**src/hw/rtl/pscm_pkg.sv**
```systemverilog
// ----------------------------------------------------------------------------
// pscm_pkg
// Types and constants shared by the parity symbol cell mapper modules.
// ----------------------------------------------------------------------------
package pscm_pkg;

    localparam int unsigned CORNER_CELLS = 10;
    localparam logic [7:0]  CORNER_SIZE  = 8'(CORNER_CELLS);
    localparam logic [8:0]  CORNER_FIT   = 9'(CORNER_CELLS + 1);
    localparam logic [8:0]  CORNER_SPAN  = 9'(2 * CORNER_CELLS + 1);

    localparam int unsigned S_TDATA_W = 8;
    localparam int unsigned M_TDATA_W = 40;
    localparam int unsigned CFG_DATA_W = 13;
    localparam int unsigned CFG_INDEX_W = 2;

    localparam int unsigned QUEUE_DEPTH_DEFAULT = 4;
    localparam int unsigned HOLD_DEPTH = 4;

    localparam logic [12:0] PARITY_BITS_RESET = 13'd256;
    localparam logic [12:0] PARITY_BITS_MIN   = 13'd8;
    localparam logic [12:0] PARITY_BITS_MAX   = 13'd4096;
    localparam logic [7:0]  GRID_COLUMNS_RESET = 8'd180;
    localparam logic [7:0]  GRID_ROWS_RESET    = 8'd100;

    typedef enum logic [CFG_INDEX_W-1:0] {
        CFG_PARITY_BLOCK_BITS = 2'd0,
        CFG_GRID_COLUMNS      = 2'd1,
        CFG_GRID_ROWS         = 2'd2
    } cfg_index_t;

    typedef struct packed {
        logic [12:0] parity_block_bits;
        logic [7:0]  grid_columns;
        logic [7:0]  grid_rows;
    } cfg_t;

    typedef struct packed {
        logic [2:0] symbol;
        logic       last;
    } sym_entry_t;

endpackage

```
**src/hw/rtl/pscm_front.sv**
```systemverilog
// ----------------------------------------------------------------------------
// pscm_front
// Splits each byte into bits, inserts the odd parity bit and packs 3-bit
// symbols into a hold buffer that drains one symbol per cycle unless q_full.
// ----------------------------------------------------------------------------
module pscm_front (
    input  logic                             aclk,
    input  logic                             aresetn,
    input  pscm_pkg::cfg_t                   cfg,
    input  logic                             s_tvalid,
    output logic                             s_tready,
    input  logic [pscm_pkg::S_TDATA_W-1:0]   s_tdata,
    input  logic                             s_tlast,
    output logic                             q_push,
    output pscm_pkg::sym_entry_t             q_push_data,
    input  logic                             q_full
);
    import pscm_pkg::*;

    logic [1:0]  pend_bits_reg, pend_bits_next;
    logic [1:0]  pend_cnt_reg, pend_cnt_next;
    logic [11:0] blk_cnt_reg, blk_cnt_next;
    logic        ones_reg, ones_next;
    logic [2:0]  hold_cnt_reg, hold_cnt_next;
    sym_entry_t  hold_reg [HOLD_DEPTH];
    sym_entry_t  hold_next [HOLD_DEPTH];

    logic        accept;
    logic [12:0] limit;
    logic [12:0] blk_inc;
    logic [12:0] gap;
    logic        reached;
    logic        insert;
    logic [2:0]  split;
    logic [7:0]  mask;
    logic        parity;
    logic [8:0]  data_ext;
    logic [8:0]  data_sh;
    logic [8:0]  new_bits;
    logic [11:0] new_ext;
    logic [11:0] stream;
    logic [3:0]  total_bits;
    logic [1:0]  full_syms;
    logic [1:0]  left_bits;
    logic [2:0]  tail;
    logic [2:0]  syms_out;

    assign q_push      = (hold_cnt_reg != 3'd0) && !q_full;
    assign q_push_data = hold_reg[0];
    assign s_tready    = (hold_cnt_reg == 3'd0) || ((hold_cnt_reg == 3'd1) && q_push);
    assign accept      = s_tvalid && s_tready;

    always_comb begin
        if (cfg.parity_block_bits < PARITY_BITS_MIN) begin
            limit = PARITY_BITS_MIN;
        end else if (cfg.parity_block_bits > PARITY_BITS_MAX) begin
            limit = PARITY_BITS_MAX;
        end else begin
            limit = cfg.parity_block_bits;
        end
        blk_inc = {1'b0, blk_cnt_reg} + 13'd1;
        reached = blk_inc >= limit;
        gap     = limit - blk_inc;
        insert  = reached || (gap <= 13'd7);
        split   = reached ? 3'd0 : gap[2:0];

        for (int i = 0; i < 8; i++) begin
            mask[i] = 3'(i) <= split;
        end
        parity = ~(ones_reg ^ (^(s_tdata & mask)));

        data_ext = {1'b0, s_tdata};
        data_sh  = {s_tdata, 1'b0};
        for (int k = 0; k < 9; k++) begin
            if (!insert || (4'(k) <= {1'b0, split})) begin
                new_bits[k] = data_ext[k];
            end else if (4'(k) == ({1'b0, split} + 4'd1)) begin
                new_bits[k] = parity;
            end else begin
                new_bits[k] = data_sh[k];
            end
        end
        new_ext = {3'b000, new_bits};

        case (pend_cnt_reg)
            2'd1:    stream = {new_ext[10:0], pend_bits_reg[0]};
            2'd2:    stream = {new_ext[9:0], pend_bits_reg[0], pend_bits_reg[1]};
            default: stream = new_ext;
        endcase

        total_bits = {2'b00, pend_cnt_reg} + (insert ? 4'd9 : 4'd8);
        case (total_bits)
            4'd9: begin
                full_syms = 2'd3;
                left_bits = 2'd0;
            end
            4'd10: begin
                full_syms = 2'd3;
                left_bits = 2'd1;
            end
            4'd11: begin
                full_syms = 2'd3;
                left_bits = 2'd2;
            end
            default: begin
                full_syms = 2'd2;
                left_bits = 2'd2;
            end
        endcase
        tail     = (full_syms == 2'd3) ? stream[11:9] : stream[8:6];
        syms_out = {1'b0, full_syms} + ((s_tlast && (left_bits != 2'd0)) ? 3'd1 : 3'd0);
    end

    always_comb begin
        pend_bits_next = pend_bits_reg;
        pend_cnt_next  = pend_cnt_reg;
        blk_cnt_next   = blk_cnt_reg;
        ones_next      = ones_reg;
        hold_cnt_next  = hold_cnt_reg;
        for (int i = 0; i < HOLD_DEPTH; i++) begin
            hold_next[i] = hold_reg[i];
        end

        if (q_push) begin
            for (int i = 0; i < HOLD_DEPTH - 1; i++) begin
                hold_next[i] = hold_reg[i + 1];
            end
            hold_cnt_next = hold_cnt_reg - 3'd1;
        end

        if (accept) begin
            for (int i = 0; i < HOLD_DEPTH; i++) begin
                hold_next[i].symbol = {stream[3 * i], stream[3 * i + 1], stream[3 * i + 2]};
                hold_next[i].last   = s_tlast && ((3'(i) + 3'd1) == syms_out);
            end
            hold_cnt_next = syms_out;
            if (s_tlast) begin
                pend_bits_next = 2'd0;
                pend_cnt_next  = 2'd0;
                blk_cnt_next   = 12'd0;
                ones_next      = 1'b0;
            end else begin
                case (left_bits)
                    2'd1:    pend_bits_next = {1'b0, tail[0]};
                    2'd2:    pend_bits_next = {tail[0], tail[1]};
                    default: pend_bits_next = 2'd0;
                endcase
                pend_cnt_next = left_bits;
                if (insert) begin
                    blk_cnt_next = {9'd0, 3'd7 - split};
                    ones_next    = ^(s_tdata & ~mask);
                end else begin
                    blk_cnt_next = blk_cnt_reg + 12'd8;
                    ones_next    = ones_reg ^ (^s_tdata);
                end
            end
        end
    end

    always_ff @(posedge aclk) begin
        if (!aresetn) begin
            pend_bits_reg <= 2'd0;
            pend_cnt_reg  <= 2'd0;
            blk_cnt_reg   <= 12'd0;
            ones_reg      <= 1'b0;
            hold_cnt_reg  <= 3'd0;
        end else begin
            pend_bits_reg <= pend_bits_next;
            pend_cnt_reg  <= pend_cnt_next;
            blk_cnt_reg   <= blk_cnt_next;
            ones_reg      <= ones_next;
            hold_cnt_reg  <= hold_cnt_next;
        end
    end

    always_ff @(posedge aclk) begin
        for (int i = 0; i < HOLD_DEPTH; i++) begin
            hold_reg[i] <= hold_next[i];
        end
    end

endmodule

```
**src/hw/rtl/pscm_queue.sv**
```systemverilog
// ----------------------------------------------------------------------------
// pscm_queue
// Short first-in first-out queue of symbols between front and back.
// ----------------------------------------------------------------------------
module pscm_queue #(
    parameter int unsigned DEPTH = pscm_pkg::QUEUE_DEPTH_DEFAULT
) (
    input  logic                 aclk,
    input  logic                 aresetn,
    input  logic                 push,
    input  pscm_pkg::sym_entry_t push_data,
    output logic                 full,
    input  logic                 pop,
    output pscm_pkg::sym_entry_t head,
    output logic                 empty
);
    import pscm_pkg::*;

    localparam int unsigned AW = (DEPTH > 1) ? $clog2(DEPTH) : 1;
    localparam int unsigned CW = $clog2(DEPTH + 1);
    localparam logic [AW-1:0] LAST_SLOT = AW'(DEPTH - 1);
    localparam logic [CW-1:0] FULL_COUNT = CW'(DEPTH);

    sym_entry_t      mem_reg [DEPTH];
    logic [AW-1:0]   wr_ptr_reg, wr_ptr_next;
    logic [AW-1:0]   rd_ptr_reg, rd_ptr_next;
    logic [CW-1:0]   count_reg, count_next;
    logic            do_push;
    logic            do_pop;

    assign full    = count_reg == FULL_COUNT;
    assign empty   = count_reg == '0;
    assign head    = mem_reg[rd_ptr_reg];
    assign do_push = push && !full;
    assign do_pop  = pop && !empty;

    always_comb begin
        wr_ptr_next = wr_ptr_reg;
        rd_ptr_next = rd_ptr_reg;
        count_next  = count_reg;
        if (do_push) begin
            wr_ptr_next = (wr_ptr_reg == LAST_SLOT) ? '0 : wr_ptr_reg + AW'(1);
        end
        if (do_pop) begin
            rd_ptr_next = (rd_ptr_reg == LAST_SLOT) ? '0 : rd_ptr_reg + AW'(1);
        end
        if (do_push && !do_pop) begin
            count_next = count_reg + CW'(1);
        end else if (do_pop && !do_push) begin
            count_next = count_reg - CW'(1);
        end
    end

    always_ff @(posedge aclk) begin
        if (!aresetn) begin
            wr_ptr_reg <= '0;
            rd_ptr_reg <= '0;
            count_reg  <= '0;
        end else begin
            wr_ptr_reg <= wr_ptr_next;
            rd_ptr_reg <= rd_ptr_next;
            count_reg  <= count_next;
        end
    end

    always_ff @(posedge aclk) begin
        if (do_push) begin
            mem_reg[wr_ptr_reg] <= push_data;
        end
    end

endmodule

```
**src/hw/rtl/pscm_back.sv**
```systemverilog
// ----------------------------------------------------------------------------
// pscm_back
// With a symbol queued, walks the column-major grid one column test per
// cycle, puts it in the next data cell and holds it in the output register.
// ----------------------------------------------------------------------------
module pscm_back (
    input  logic                             aclk,
    input  logic                             aresetn,
    input  pscm_pkg::cfg_t                   cfg,
    input  logic                             q_empty,
    input  pscm_pkg::sym_entry_t             q_head,
    output logic                             q_pop,
    output logic                             m_tvalid,
    input  logic                             m_tready,
    output logic [pscm_pkg::M_TDATA_W-1:0]   m_tdata,
    output logic                             m_tlast
);
    import pscm_pkg::*;

    logic [7:0]  col_reg, col_next;
    logic [7:0]  row_reg, row_next;
    logic [15:0] frame_reg, frame_next;
    logic        m_valid_reg, m_valid_next;
    logic [7:0]  out_col_reg, out_col_next;
    logic [7:0]  out_row_reg, out_row_next;
    logic [15:0] out_frame_reg, out_frame_next;
    logic [2:0]  out_sym_reg, out_sym_next;
    logic        out_last_reg, out_last_next;

    logic [8:0]  cols9;
    logic [8:0]  rows9;
    logic        has_data;
    logic        col_wrap;
    logic        interior;
    logic        col_corner;
    logic [7:0]  row_low;
    logic [7:0]  cand;
    logic        fits;
    logic        found;
    logic        out_free;
    logic        emit;
    logic [7:0]  emit_col;
    logic [7:0]  emit_row;

    assign m_tvalid = m_valid_reg;
    assign m_tlast  = out_last_reg;
    assign m_tdata  = {5'd0, out_sym_reg, out_frame_reg, out_row_reg, out_col_reg};

    always_comb begin
        cols9    = {1'b0, cfg.grid_columns};
        rows9    = {1'b0, cfg.grid_rows};
        has_data = ((cols9 >= CORNER_SPAN) && (rows9 >= 9'd3))
                || ((cols9 >= 9'd3) && (rows9 >= CORNER_SPAN));
        col_wrap   = col_reg >= cfg.grid_columns;
        interior   = (col_reg != 8'd0) && (({1'b0, col_reg} + 9'd1) < cols9);
        col_corner = (col_reg < CORNER_SIZE)
                  || (({1'b0, col_reg} + {1'b0, CORNER_SIZE}) >= cols9);
        row_low    = col_corner ? CORNER_SIZE : 8'd1;
        cand       = (row_reg > row_low) ? row_reg : row_low;
        fits       = col_corner ? (({1'b0, cand} + CORNER_FIT) <= rows9)
                                : (({1'b0, cand} + 9'd2) <= rows9);
        found      = !col_wrap && interior && fits;
        out_free   = !m_valid_reg || m_tready;
    end

    always_comb begin
        col_next       = col_reg;
        row_next       = row_reg;
        frame_next     = frame_reg;
        out_col_next   = out_col_reg;
        out_row_next   = out_row_reg;
        out_frame_next = out_frame_reg;
        out_sym_next   = out_sym_reg;
        out_last_next  = out_last_reg;
        emit           = 1'b0;
        emit_col       = 8'd0;
        emit_row       = 8'd0;

        if (!q_empty) begin
            if (!has_data) begin
                emit = out_free;
            end else if (col_wrap) begin
                col_next   = 8'd0;
                row_next   = 8'd0;
                frame_next = frame_reg + 16'd1;
            end else if (found) begin
                if (out_free) begin
                    emit     = 1'b1;
                    emit_col = col_reg;
                    emit_row = cand;
                    row_next = cand + 8'd1;
                end
            end else begin
                col_next = col_reg + 8'd1;
                row_next = 8'd0;
            end
        end

        q_pop = emit;
        if (emit) begin
            out_col_next   = emit_col;
            out_row_next   = emit_row;
            out_frame_next = frame_reg;
            out_sym_next   = q_head.symbol;
            out_last_next  = q_head.last;
            if (q_head.last) begin
                col_next   = 8'd1;
                row_next   = CORNER_SIZE;
                frame_next = 16'd0;
            end
        end
        m_valid_next = out_free ? emit : m_valid_reg;
    end

    always_ff @(posedge aclk) begin
        if (!aresetn) begin
            col_reg     <= 8'd1;
            row_reg     <= CORNER_SIZE;
            frame_reg   <= 16'd0;
            m_valid_reg <= 1'b0;
        end else begin
            col_reg     <= col_next;
            row_reg     <= row_next;
            frame_reg   <= frame_next;
            m_valid_reg <= m_valid_next;
        end
    end

    always_ff @(posedge aclk) begin
        out_col_reg   <= out_col_next;
        out_row_reg   <= out_row_next;
        out_frame_reg <= out_frame_next;
        out_sym_reg   <= out_sym_next;
        out_last_reg  <= out_last_next;
    end

endmodule

```
**src/hw/rtl/parity_symbol_cell_mapper_core.sv**
```systemverilog
// ----------------------------------------------------------------------------
// parity_symbol_cell_mapper_core
// Odd parity insertion, 3-bit symbol packing and grid cell placement.
// ----------------------------------------------------------------------------
// The input stream carries one payload byte per transfer in s_tdata[7:0];
// s_tlast marks the last byte of a run and flushes a zero-padded partial
// symbol. Each output transfer carries one symbol with its cell column
// (m_tdata[7:0]), cell row (m_tdata[15:8]), frame index (m_tdata[31:16])
// and symbol (m_tdata[34:32]); m_tlast flags the final symbol of a run.
// The configuration channel writes parity block length, grid columns and
// grid rows by index and is always ready; write it only while idle.
// The first symbol of a byte passes through the front's hold buffer, the
// queue and the output register when the walk already stands on a data cell.
// A byte yields two to four symbols and the front releases one symbol per
// cycle while the queue is not full; it takes a new byte only when its hold
// buffer is empty or its last symbol is being pushed. The grid walk places
// one symbol per cycle while the output register is free and spends an extra
// step on every column it passes; fewer than 21 rows leave the corner
// columns without data cells. A four-entry queue absorbs the short gaps.
// Reset restores the register defaults and puts the walk at the first data
// cell of frame zero. When the receiver stalls, the output register holds
// its transfer, the queue fills and then s_tready drops.
// ----------------------------------------------------------------------------
module parity_symbol_cell_mapper_core #(
    parameter int unsigned QUEUE_DEPTH = pscm_pkg::QUEUE_DEPTH_DEFAULT
) (
    input  logic                               aclk,
    input  logic                               aresetn,
    input  logic                               cfg_valid,
    output logic                               cfg_ready,
    input  logic [pscm_pkg::CFG_INDEX_W-1:0]   cfg_index,
    input  logic [pscm_pkg::CFG_DATA_W-1:0]    cfg_data,
    input  logic                               s_tvalid,
    output logic                               s_tready,
    // s_tdata: data_byte[7:0]
    input  logic [pscm_pkg::S_TDATA_W-1:0]     s_tdata,
    input  logic                               s_tlast,
    output logic                               m_tvalid,
    input  logic                               m_tready,
    // m_tdata: cell_column[7:0], cell_row[15:8], frame_index[31:16],
    // cell_symbol[34:32], zero fill[39:35]
    output logic [pscm_pkg::M_TDATA_W-1:0]     m_tdata,
    output logic                               m_tlast
);
    import pscm_pkg::*;

    cfg_t       cfg_reg, cfg_next;
    logic       q_push;
    sym_entry_t q_push_data;
    logic       q_full;
    logic       q_pop;
    sym_entry_t q_head;
    logic       q_empty;

    assign cfg_ready = 1'b1;

    always_comb begin
        cfg_next = cfg_reg;
        if (cfg_valid && cfg_ready) begin
            case (cfg_index)
                CFG_PARITY_BLOCK_BITS: cfg_next.parity_block_bits = cfg_data;
                CFG_GRID_COLUMNS:      cfg_next.grid_columns = cfg_data[7:0];
                CFG_GRID_ROWS:         cfg_next.grid_rows = cfg_data[7:0];
                default:               cfg_next = cfg_reg;
            endcase
        end
    end

    always_ff @(posedge aclk) begin
        if (!aresetn) begin
            cfg_reg.parity_block_bits <= PARITY_BITS_RESET;
            cfg_reg.grid_columns      <= GRID_COLUMNS_RESET;
            cfg_reg.grid_rows         <= GRID_ROWS_RESET;
        end else begin
            cfg_reg <= cfg_next;
        end
    end

    pscm_front u_front (
        .aclk        (aclk),
        .aresetn     (aresetn),
        .cfg         (cfg_reg),
        .s_tvalid    (s_tvalid),
        .s_tready    (s_tready),
        .s_tdata     (s_tdata),
        .s_tlast     (s_tlast),
        .q_push      (q_push),
        .q_push_data (q_push_data),
        .q_full      (q_full)
    );

    pscm_queue #(
        .DEPTH (QUEUE_DEPTH)
    ) u_queue (
        .aclk      (aclk),
        .aresetn   (aresetn),
        .push      (q_push),
        .push_data (q_push_data),
        .full      (q_full),
        .pop       (q_pop),
        .head      (q_head),
        .empty     (q_empty)
    );

    pscm_back u_back (
        .aclk     (aclk),
        .aresetn  (aresetn),
        .cfg      (cfg_reg),
        .q_empty  (q_empty),
        .q_head   (q_head),
        .q_pop    (q_pop),
        .m_tvalid (m_tvalid),
        .m_tready (m_tready),
        .m_tdata  (m_tdata),
        .m_tlast  (m_tlast)
    );

endmodule

```
**config.mk**
```make
export PLATFORM = sky130hd
export DESIGN_NAME = parity_symbol_cell_mapper_core
export DESIGN_NICKNAME = d
export VERILOG_FILES = /design/src/hw/rtl/pscm_pkg.sv /design/src/hw/rtl/pscm_front.sv /design/src/hw/rtl/pscm_queue.sv /design/src/hw/rtl/pscm_back.sv /design/src/hw/rtl/parity_symbol_cell_mapper_core.sv
export SDC_FILE = /design/constraint.sdc
export NUM_CORES = 1
export LEC_CHECK = 0
export BUFFER_PORTS_ARGS = -buffer_cell sky130_fd_sc_hd__buf_4
export CAP_MARGIN = 15
export CORE_MARGIN = 2
export CORE_UTILIZATION = 49
export CTS_CLUSTER_DIAMETER = 80
export CTS_CLUSTER_SIZE = 8
export DETAILED_ROUTE_END_ITERATION = 10
export PLACE_DENSITY = 0.67
export SETUP_SLACK_MARGIN = 0.02
export SYNTH_ARGS = -nofsm -noshare
export SYNTH_HDL_FRONTEND = slang
export SYNTH_SLANG_ARGS = --single-unit
export TNS_END_PERCENT = 50
```
**constraint.sdc**
```tcl
create_clock -name aclk -period 11 [get_ports aclk]
set_input_delay 2.2 -clock aclk [delete_from_list [all_inputs] [get_ports aclk]]
set_output_delay 2.2 -clock aclk [all_outputs]
set_load 0.005 [all_outputs]
```
==> impl_metrics.toml, run 1 <==
[outcome]
status = "finished clean"

[cells_and_area]
fin_nets = 1304
drive_gt1_share_pct = 11.0
diodes = 0
fill_cells = 1880
largest_reg_flops = 29
area_growth_pct = 12.1

[clock_network]
clkLatencyLatePin_ns = 0.43
post_cts_buffers = 0
cts_buffer_depth = 2
cts_tree = "built"
cts_root_buffer = "clkbuf_16"
htree_num_levels = 4
numCtsBuffers = 17
clkTransAtPathRegs_ns = 0.07
cts_hold_buf = 0
cts.sinks = 158
post_cts_resized = 0

[routing]
first_pass_iters = 5
vias = 8221
first_iter_violations = 464
ant_nets = 0
vias_per_cell = 5.58
drt-total-wl_um = 22300
route.detailed.drc = 0
wire_per_inst_um = 15.1

[worst_setup_path]
critical_path.max_fanout = 10
critical_path_required_ns = 11.35
r2r_start = "u_back.col_reg[0]"
worstPathArrival_ns = 8.24
r2r_cells = 35
crit_family = "compound AO/OA/AOI/OAI gates"
end_kind = "flop"
worst-path-buf-inv = 5
slowest_stage = "dfxtp_1"
cpPeakStageDelay_ns = 0.45
worstSetupPathType = "flop to flop"
start_kind = "flop"
worst_r2r_endpoint = "u_queue.count_reg[2]"
ff2ff_setup_slack_ns = 3.11

[power_and_ir_drop]
p_total_mw = 2.23
worst_ir_drop_vdd_uv = 84.0
powerDensity_nw_per_um2 = 193
p_leak_nw = 4.66

[sta]
rsz0062_at_grt = "no"
worst_slew_pin_slew_ns = 1.02
finalMaxSlewViolations = 0
fmax_ghz = 0.127
finalCritPeriodShare_pct = 71.7
final-hold-violation-count = 0
setup_viol = 0
setup_tns_ns = 0
period_needed_ns = 7.89
whs_ns = 0.466
slew_headroom_pct = 31.5
fin_skew_ns = 0.00999
timing.final.ws_setup_ns = 3.11

[synth]
synth_common_cells = "129 x nand2_1, 105 x nor2_1, 91 x dfxtp_1, 82 x ha_1, 67 x edfxtp_1"
ys_top_cells_by_area = "edfxtp_1 20%, dfxtp_1 18%, ha_1 10%"
syn-cell-area_um2 = 10300
synth_cell_types = 83
ys_seq_area_share_pct = 37.3
yosys_warnings = 0
synth.most_common_cell = "nand2_1"
syn_inst = 1158
synth_top_flop_cell = "dfxtp_1"
synth_edf_count = 67
synth_top_area_share_pct = 19.6
synth_top_cell_by_area = "edfxtp_1"
syn_area_per_cell_um2 = 8.88
synthArstFlopShare_pct = 0
ys_seq_elements = 158

[placement]
place_ws_ns = 2.55
io_buffer_count = 66
place.gp.congestion = 0.849
dp_hpwl_um = 16400

[flow_run]
drv_cap = 0

[hold_path]
hold_end = "u_back.out_frame_reg[15]"
hold_path.class = "flop to flop"
min-delay-start = "u_back.frame_reg[15]"
worstHoldPathCells = 0

[floorplan]
rows = 52
die_h_um = 149
dieArea_um2 = 22200
dieWidth_um = 149
start_util_pct = 50.3
design.core.area_um2 = 20400
io_pins = 73

[global_route]
grt_overflow = 0
grt_pass1_wl_um = 38200
grt_max_degree = 56
grt.total_usage_pct = 21.1
antenna_found_initial = 0
grt_pass1_vias = 7783
power breakdown:
group          internal (mW)  switching, mW
sequential             0.802         0.0662
combinational          0.338          0.445
clock                  0.306          0.270
per-stage QoR:
stage	instance area, um2	util [%]	instances
2_1_floorplan	10300	-	1162
3_3_place_gp	10900	53.4	1441
3_5_place_dp	10900	53.4	1441
4_1_cts	11500	56.3	1473
5_1_grt	11500	56.4	1474
6_report	11500	56.4	1474
worst max-delay path by stage:
| stage | from | endpoint | depth (start not counted) |
|---|---|---|---|
| after floorplan | u_back.col_reg[0] | u_queue.count_reg[2] | 36 |
| after global placement | u_back.col_reg[0] | u_queue.count_reg[2] | 35 |
| after detailed placement | u_back.col_reg[0] | u_queue.count_reg[2] | 35 |
| after global routing | u_back.col_reg[0] | u_queue.count_reg[2] | 35 |
| final | u_back.col_reg[0] | u_queue.count_reg[2] | 35 |
| after CTS | u_back.col_reg[0] | u_queue.count_reg[2] | 35 |
layout by cell type (no fill, tap or decap), types with 9 or more instances in the layout:
cell         n
nand2_1    129
nor2_1     105
dfxtp_1     91
ha_1        82
buf_4       70
edfxtp_1    67
inv_1       57
o21ai_0     51
xnor2_1     47
a21oi_1     45
xor2_1      35
nand3_1     34
and2_1      29
a21boi_0    23
nor3_1      23
nor2b_1     22
mux2i_1     20
o21a_1      18
nand4_1     17
clkbuf_16   17
a21o_1      14
a211oi_1    11
and3_1      11
nor4_1      10
nand2b_1     9
routing by layer:
metal,track usage (%),up-vias,part of all wire (%)
met1,28.6,3873,48
met4,6.24,0,1.1
li1,-,4180,-
met3,2.78,19,3.6
met5,0,-,0
met2,35.4,149,47
logic make-up after synthesis:
kind of cell	after synthesis	synth area share (%)
flip-flops	158	37.3
adder cells (fa/ha/maj)	84	10.4
buffers and inverters	119	4.69
AND/OR/NAND/NOR	437	20.9
other	2	0.0731
multiplexers	27	3.19
AO/OA/AOI/OAI	249	16.5
XOR/XNOR	82	6.99
final cells by class:
class                      count  area [um2]  share of cell area [%]
multi-input combinational    885        5990                    52.0
clock inverter                15         170                    1.48
sequential                   158        3830                    33.3
timing repair buffer          71         546                    4.73
tap                          270         338                    2.93
inverter                      58         223                    1.93
clock buffer                  17         425                    3.69
No activity file was read; power rests on OpenSTA's default activity.
==> run 2: changes to the inputs <==
--- a/config.mk
+++ b/config.mk
@@ -12,7 +12,7 @@
 export CTS_CLUSTER_DIAMETER = 80
 export CTS_CLUSTER_SIZE = 8
 export DETAILED_ROUTE_END_ITERATION = 10
-export PLACE_DENSITY = 0.67
+export PLACE_DENSITY = 0.69
 export SETUP_SLACK_MARGIN = 0.02
 export SYNTH_ARGS = -nofsm -noshare
 export SYNTH_HDL_FRONTEND = slang
==> constraint.sdc (replaced) <==
create_clock -name aclk -period 7.15 [get_ports aclk]
set_input_delay 1.43 -clock aclk [delete_from_list [all_inputs] [get_ports aclk]]
set_output_delay 1.43 -clock aclk [all_outputs]
set_load 0.005 [all_outputs]
==> impl_metrics.toml, run 2 (synthesis gave the netlist of run 1 again) <==
[cells_and_area]
fill_cells = 1845
diodes = 0
final_cells = 1483
area_growth_pct = 13.1
largest_reg_flops = 29
final_cell_mix = "129 x nand2_1, 105 x nor2_1, 89 x dfxtp_1, 81 x ha_1, 80 x buf_4"
final_util_pct = 56.9
finalInstanceArea_um2 = 11600
final_common_cell = "nand2_1"
fin_nets = 1313
drive_gt1_share_pct = 12.5

[global_route]
grt_overflow = 0
grt_pass1_wl_um = 38100
grt_pass1_vias = 7927
grt_max_degree = 56
grt.total_usage_pct = 20.9
antenna_found_initial = 0

[worst_setup_path]
cpPeakStageDelay_ns = 0.39
critical_path_required_ns = 7.51
slowest_stage = "fa_1"
start_kind = "flop"
worstPathArrival_ns = 7.09
crit_family = "compound AO/OA/AOI/OAI gates"
end_kind = "flop"
cp_common_cell = "ha_1"
worstSetupPathType = "flop to flop"
critical_path.max_fanout = 7
worst-path-buf-inv = 6

[routing]
wire_per_inst_um = 15.0
first_pass_iters = 7
first_iter_violations = 489
ant_nets = 0
vias = 8294
vias_per_cell = 5.59
drt-total-wl_um = 22200
route.detailed.drc = 0

[floorplan]
die_h_um = 149
dieArea_um2 = 22200
dieWidth_um = 149
start_util_pct = 50.3
rows = 52
design.core.area_um2 = 20400
io_pins = 73

[sta]
fin_skew_ns = 0.0135
period_needed_ns = 6.74
worst_slew_pin_slew_ns = 0.999
whs_ns = 0.484
setup_tns_ns = 0
finalCritPeriodShare_pct = 94.3
slew_headroom_pct = 33.4
fmax_ghz = 0.148
timing.final.ws_setup_ns = 0.411
rsz0062_at_grt = "no"
setup_viol = 0
finalMaxSlewViolations = 0
final-hold-violation-count = 0

[clock_network]
clkTransAtPathRegs_ns = 0.07
cts.sinks = 158
cts_buffer_depth = 2
cts_root_buffer = "clkbuf_16"
cts_tree = "built"
clkLatencyLatePin_ns = 0.43
htree_num_levels = 4
numCtsBuffers = 17

[power_and_ir_drop]
worst_ir_drop_vdd_uv = 183
p_total_mw = 3.45
p_leak_nw = 4.70
powerDensity_nw_per_um2 = 296

[placement]
io_buffer_count = 66
dpl_cell_area_um2 = 11000
post-place-cells = 1449
place.gp.congestion = 0.866
dp_hpwl_um = 16400
place_ws_ns = 0.139

[outcome]
status = "finished clean"

[flow_run]
drv_cap = 0

[hold_path]
hold_path.class = "flop to flop"
==> run 2: changes by cell type in the layout (fill, tap and decap cells not counted), moves of 2 or more <==
cell | previous run | this run
inv_4 | 2 | 0
dfxtp_1 | 91 | 89
o21ai_1 | 8 | 6
buf_4 | 70 | 80
inv_8 | 6 | 4
inv_6 | 1 | 4
==> run 2: cell type report <==
class / count / area (um2) / share of cell area, %
inverters: 58 / 223 / 1.92
clock buffers: 17 / 425 / 3.66
multi-input cells: 885 / 6030 / 51.9
repair buffers: 80 / 601 / 5.17
flip-flops and latches: 158 / 3840 / 33.0
clock inverters: 15 / 168 / 1.44
well taps: 270 / 338 / 2.91
==> run 2: layer usage <==
layer	vias up	track usage, %	wire length [um]
met3	26	3.36	928
met2	184	35.3	10700
li1	4205	-	-
met1	3879	28.1	10300
met5	-	0	0
met4	0	5.33	316
==> run 2: worst register-to-register path: cells and delay by family (launching register included) <==
family,cells,cell delay [ns]
DFF,1,0.38
AOI/OAI and AO/OA,17,2.58
muxes,1,0.16
xor gates and xnor gates,1,0.14
buffers and inverters,6,0.52
adders and majority gates,6,1.70
and+or+nand+nor,5,1.18
==> run 2: timing repair <==
item / 4_1_cts / 5_1_grt
endpoints found under the setup margin: 0 / 15
gates resized for setup: 0 / 10
hold buffers: 0 / 0
buffers inserted: 0 / 2
hold endpoints to repair: 0 / 0
==> run 2: final timing paths <==
kind	cells after the start	slack (ns)	startpoint	end
setup reg to reg	36	0.41	u_back.col_reg[0]	u_queue.count_reg[2]
setup / recovery	36	0.41	u_back.col_reg[0]	u_queue.count_reg[2]
hold reg to reg	0	0.48	u_back.frame_reg[15]	u_back.out_frame_reg[15]
hold / removal	0	0.48	u_back.frame_reg[15]	u_back.out_frame_reg[15]
==> run 2: report_power, final <==
| part | total [mW] | switching, mW | leakage [nW] | internal, mW |
|---|---|---|---|---|
| clock | 0.882 | 0.413 | 0.292 | 0.470 |
| combinational | 1.23 | 0.701 | 3.01 | 0.525 |
| sequential | 1.34 | 0.104 | 1.40 | 1.23 |
| total | 3.45 | 1.22 | 4.70 | 2.23 |
==> run 3: changes to the inputs <==
--- a/config.mk
+++ b/config.mk
@@ -5,14 +5,15 @@
 export SDC_FILE = /design/constraint.sdc
 export NUM_CORES = 1
 export LEC_CHECK = 0
+export ABC_AREA = 0
 export BUFFER_PORTS_ARGS = -buffer_cell sky130_fd_sc_hd__buf_4
 export CAP_MARGIN = 15
 export CORE_MARGIN = 2
-export CORE_UTILIZATION = 49
+export CORE_UTILIZATION = 56
 export CTS_CLUSTER_DIAMETER = 80
 export CTS_CLUSTER_SIZE = 8
 export DETAILED_ROUTE_END_ITERATION = 10
-export PLACE_DENSITY = 0.69
+export PLACE_DENSITY = 0.78
 export SETUP_SLACK_MARGIN = 0.02
 export SYNTH_ARGS = -nofsm -noshare
 export SYNTH_HDL_FRONTEND = slang
==> impl_metrics.toml, run 3 (synthesis gave the netlist of run 1 again) <==
[outcome]
status = "finished clean"

[routing]
wire_per_inst_um = 15.6
ant_nets = 0
route.detailed.drc = 0
first_pass_iters = 5
vias = 8396
vias_per_cell = 5.81
first_iter_violations = 661
drt-total-wl_um = 22600

[clock_network]
cts_tree = "built"
clkTransAtPathRegs_ns = 0.07
numCtsBuffers = 17
cts_root_buffer = "clkbuf_16"
htree_num_levels = 4
cts_buffer_depth = 2
cts.sinks = 158
clkLatencyLatePin_ns = 0.43

[sta]
setup_viol = 0
finalMaxSlewViolations = 0
period_needed_ns = 6.82
final-hold-violation-count = 0
setup_tns_ns = 0
whs_ns = 0.480
slew_headroom_pct = 39.6
finalCritPeriodShare_pct = 95.4
fmax_ghz = 0.147
fin_skew_ns = 0.00855
worst_slew_pin_slew_ns = 0.898

[power_and_ir_drop]
internal-power_mw = 2.24
p_leak_nw = 4.71
powerDensity_nw_per_um2 = 300
power_frac_seq_pct = 38.7
p_switching_mw = 1.23
clockPowerShare_pct = 25.4
worst_ir_drop_vdd_uv = 275
power_frac_comb_pct = 36.0
p_sw_share_pct = 35.5
p_total_mw = 3.48

[cells_and_area]
fin_nets = 1315
area_growth_pct = 12.7
final_cells = 1444
largest_reg_flops = 29
final_common_cell = "nand2_1"
fill_cells = 1446
final_util_pct = 64.5
diodes = 0
drive_gt1_share_pct = 12.8
final_cell_mix = "129 x nand2_1, 105 x nor2_1, 89 x dfxtp_1, 82 x buf_4, 81 x ha_1"

[floorplan]
design.core.area_um2 = 18000
dieWidth_um = 139
die_h_um = 139
start_util_pct = 57.2
rows = 49
io_pins = 73
dieArea_um2 = 19500

[worst_setup_path]
start_kind = "flop"
r2r_start = "u_back.col_reg[0]"
end_kind = "flop"
slowest_stage = "a21boi_1"
cpPeakStageDelay_ns = 0.40
worstPathArrival_ns = 7.18
critical_path.max_fanout = 7
cp_common_cell = "ha_1"
worstSetupPathType = "flop to flop"
critical_path_required_ns = 7.51
crit_start = "u_back.col_reg[0]"

[placement]
io_buffer_count = 66
post-place-cells = 1407
place.gp.congestion = 0.881
dp_hpwl_um = 16200

[global_route]
grt_overflow = 0
grt_max_degree = 56
antenna_found_initial = 0
met2_usage_pct = 38.0
grt_pass1_wl_um = 37700
grt_pass1_vias = 7799
gr-usage-met3_pct = 3.61
grt_util_met1_pct = 31.9
grt.total_usage_pct = 23.3
grt-busiest-layer = "met2"

[flow_run]
drv_cap = 0

[hold_path]
hold_path.class = "flop to flop"
min-delay-start = "u_back.frame_reg[5]"
run 3: area by class of cell:
cell class	instances	area [um2]	area share [%]
inverters	58	223	1.92
clock inverters	14	144	1.24
repair buffers	82	616	5.31
clock buffers	18	439	3.79
flip-flops and latches	158	3840	33.1
well taps	229	287	2.47
multi-input cells	885	6040	52.1
run 3: metal layers:
metal  share of wire, %  wire length (um)
met1                 46             10400
met2                 48             10800
met3                4.5              1030
met4                1.7               393
met5                  0                 0
run 3: final timing paths:
check | end | depth (start not counted) | slack [ns]
hold reg to reg | u_back.out_frame_reg[5] | 0 | 0.48
hold / removal | u_back.out_frame_reg[5] | 0 | 0.48
setup / recovery | u_queue.count_reg[2] | 35 | 0.33
setup reg to reg | u_queue.count_reg[2] | 35 | 0.33
run 3: worst max-delay path: cells and delay by family, from the launching register on:
kind | cells | cell delay [ns]
AND/OR/NAND/NOR | 5 | 1.02
flip-flops | 1 | 0.39
XOR/XNOR | 1 | 0.16
multiplexers | 1 | 0.15
adder cells (fa/ha/maj) | 6 | 1.58
buffers and inverters | 5 | 0.37
AO/OA/AOI/OAI | 17 | 3.07
run 3: power groups by stage:
stage,registers (mW),clock network [mW],logic (mW)
after detailed placement,1.36,0,1.21
final,1.34,0.881,1.25
after global placement,1.35,0,1.17
after floorplan,1.34,0,0.827
after global routing,1.37,0.926,1.39
after CTS,1.35,0.889,1.22
run 3: per-stage QoR:
step	instance area, um2	setup WS [ns]
after floorplan	10300	0.0232
after detailed placement	10900	0.165
final	11600	0.330
after CTS	11500	0.0508
after global placement	10900	0.446
after global routing	11600	-0.0423
run 3: what timing repair did:
item | in CTS | in global routing
endpoints found under the setup margin | 0 | 50
hold buffers | 0 | 0
endpoints found under the hold margin | 0 | 0
gates resized for setup | 0 | 13
buffers inserted | 0 | 5
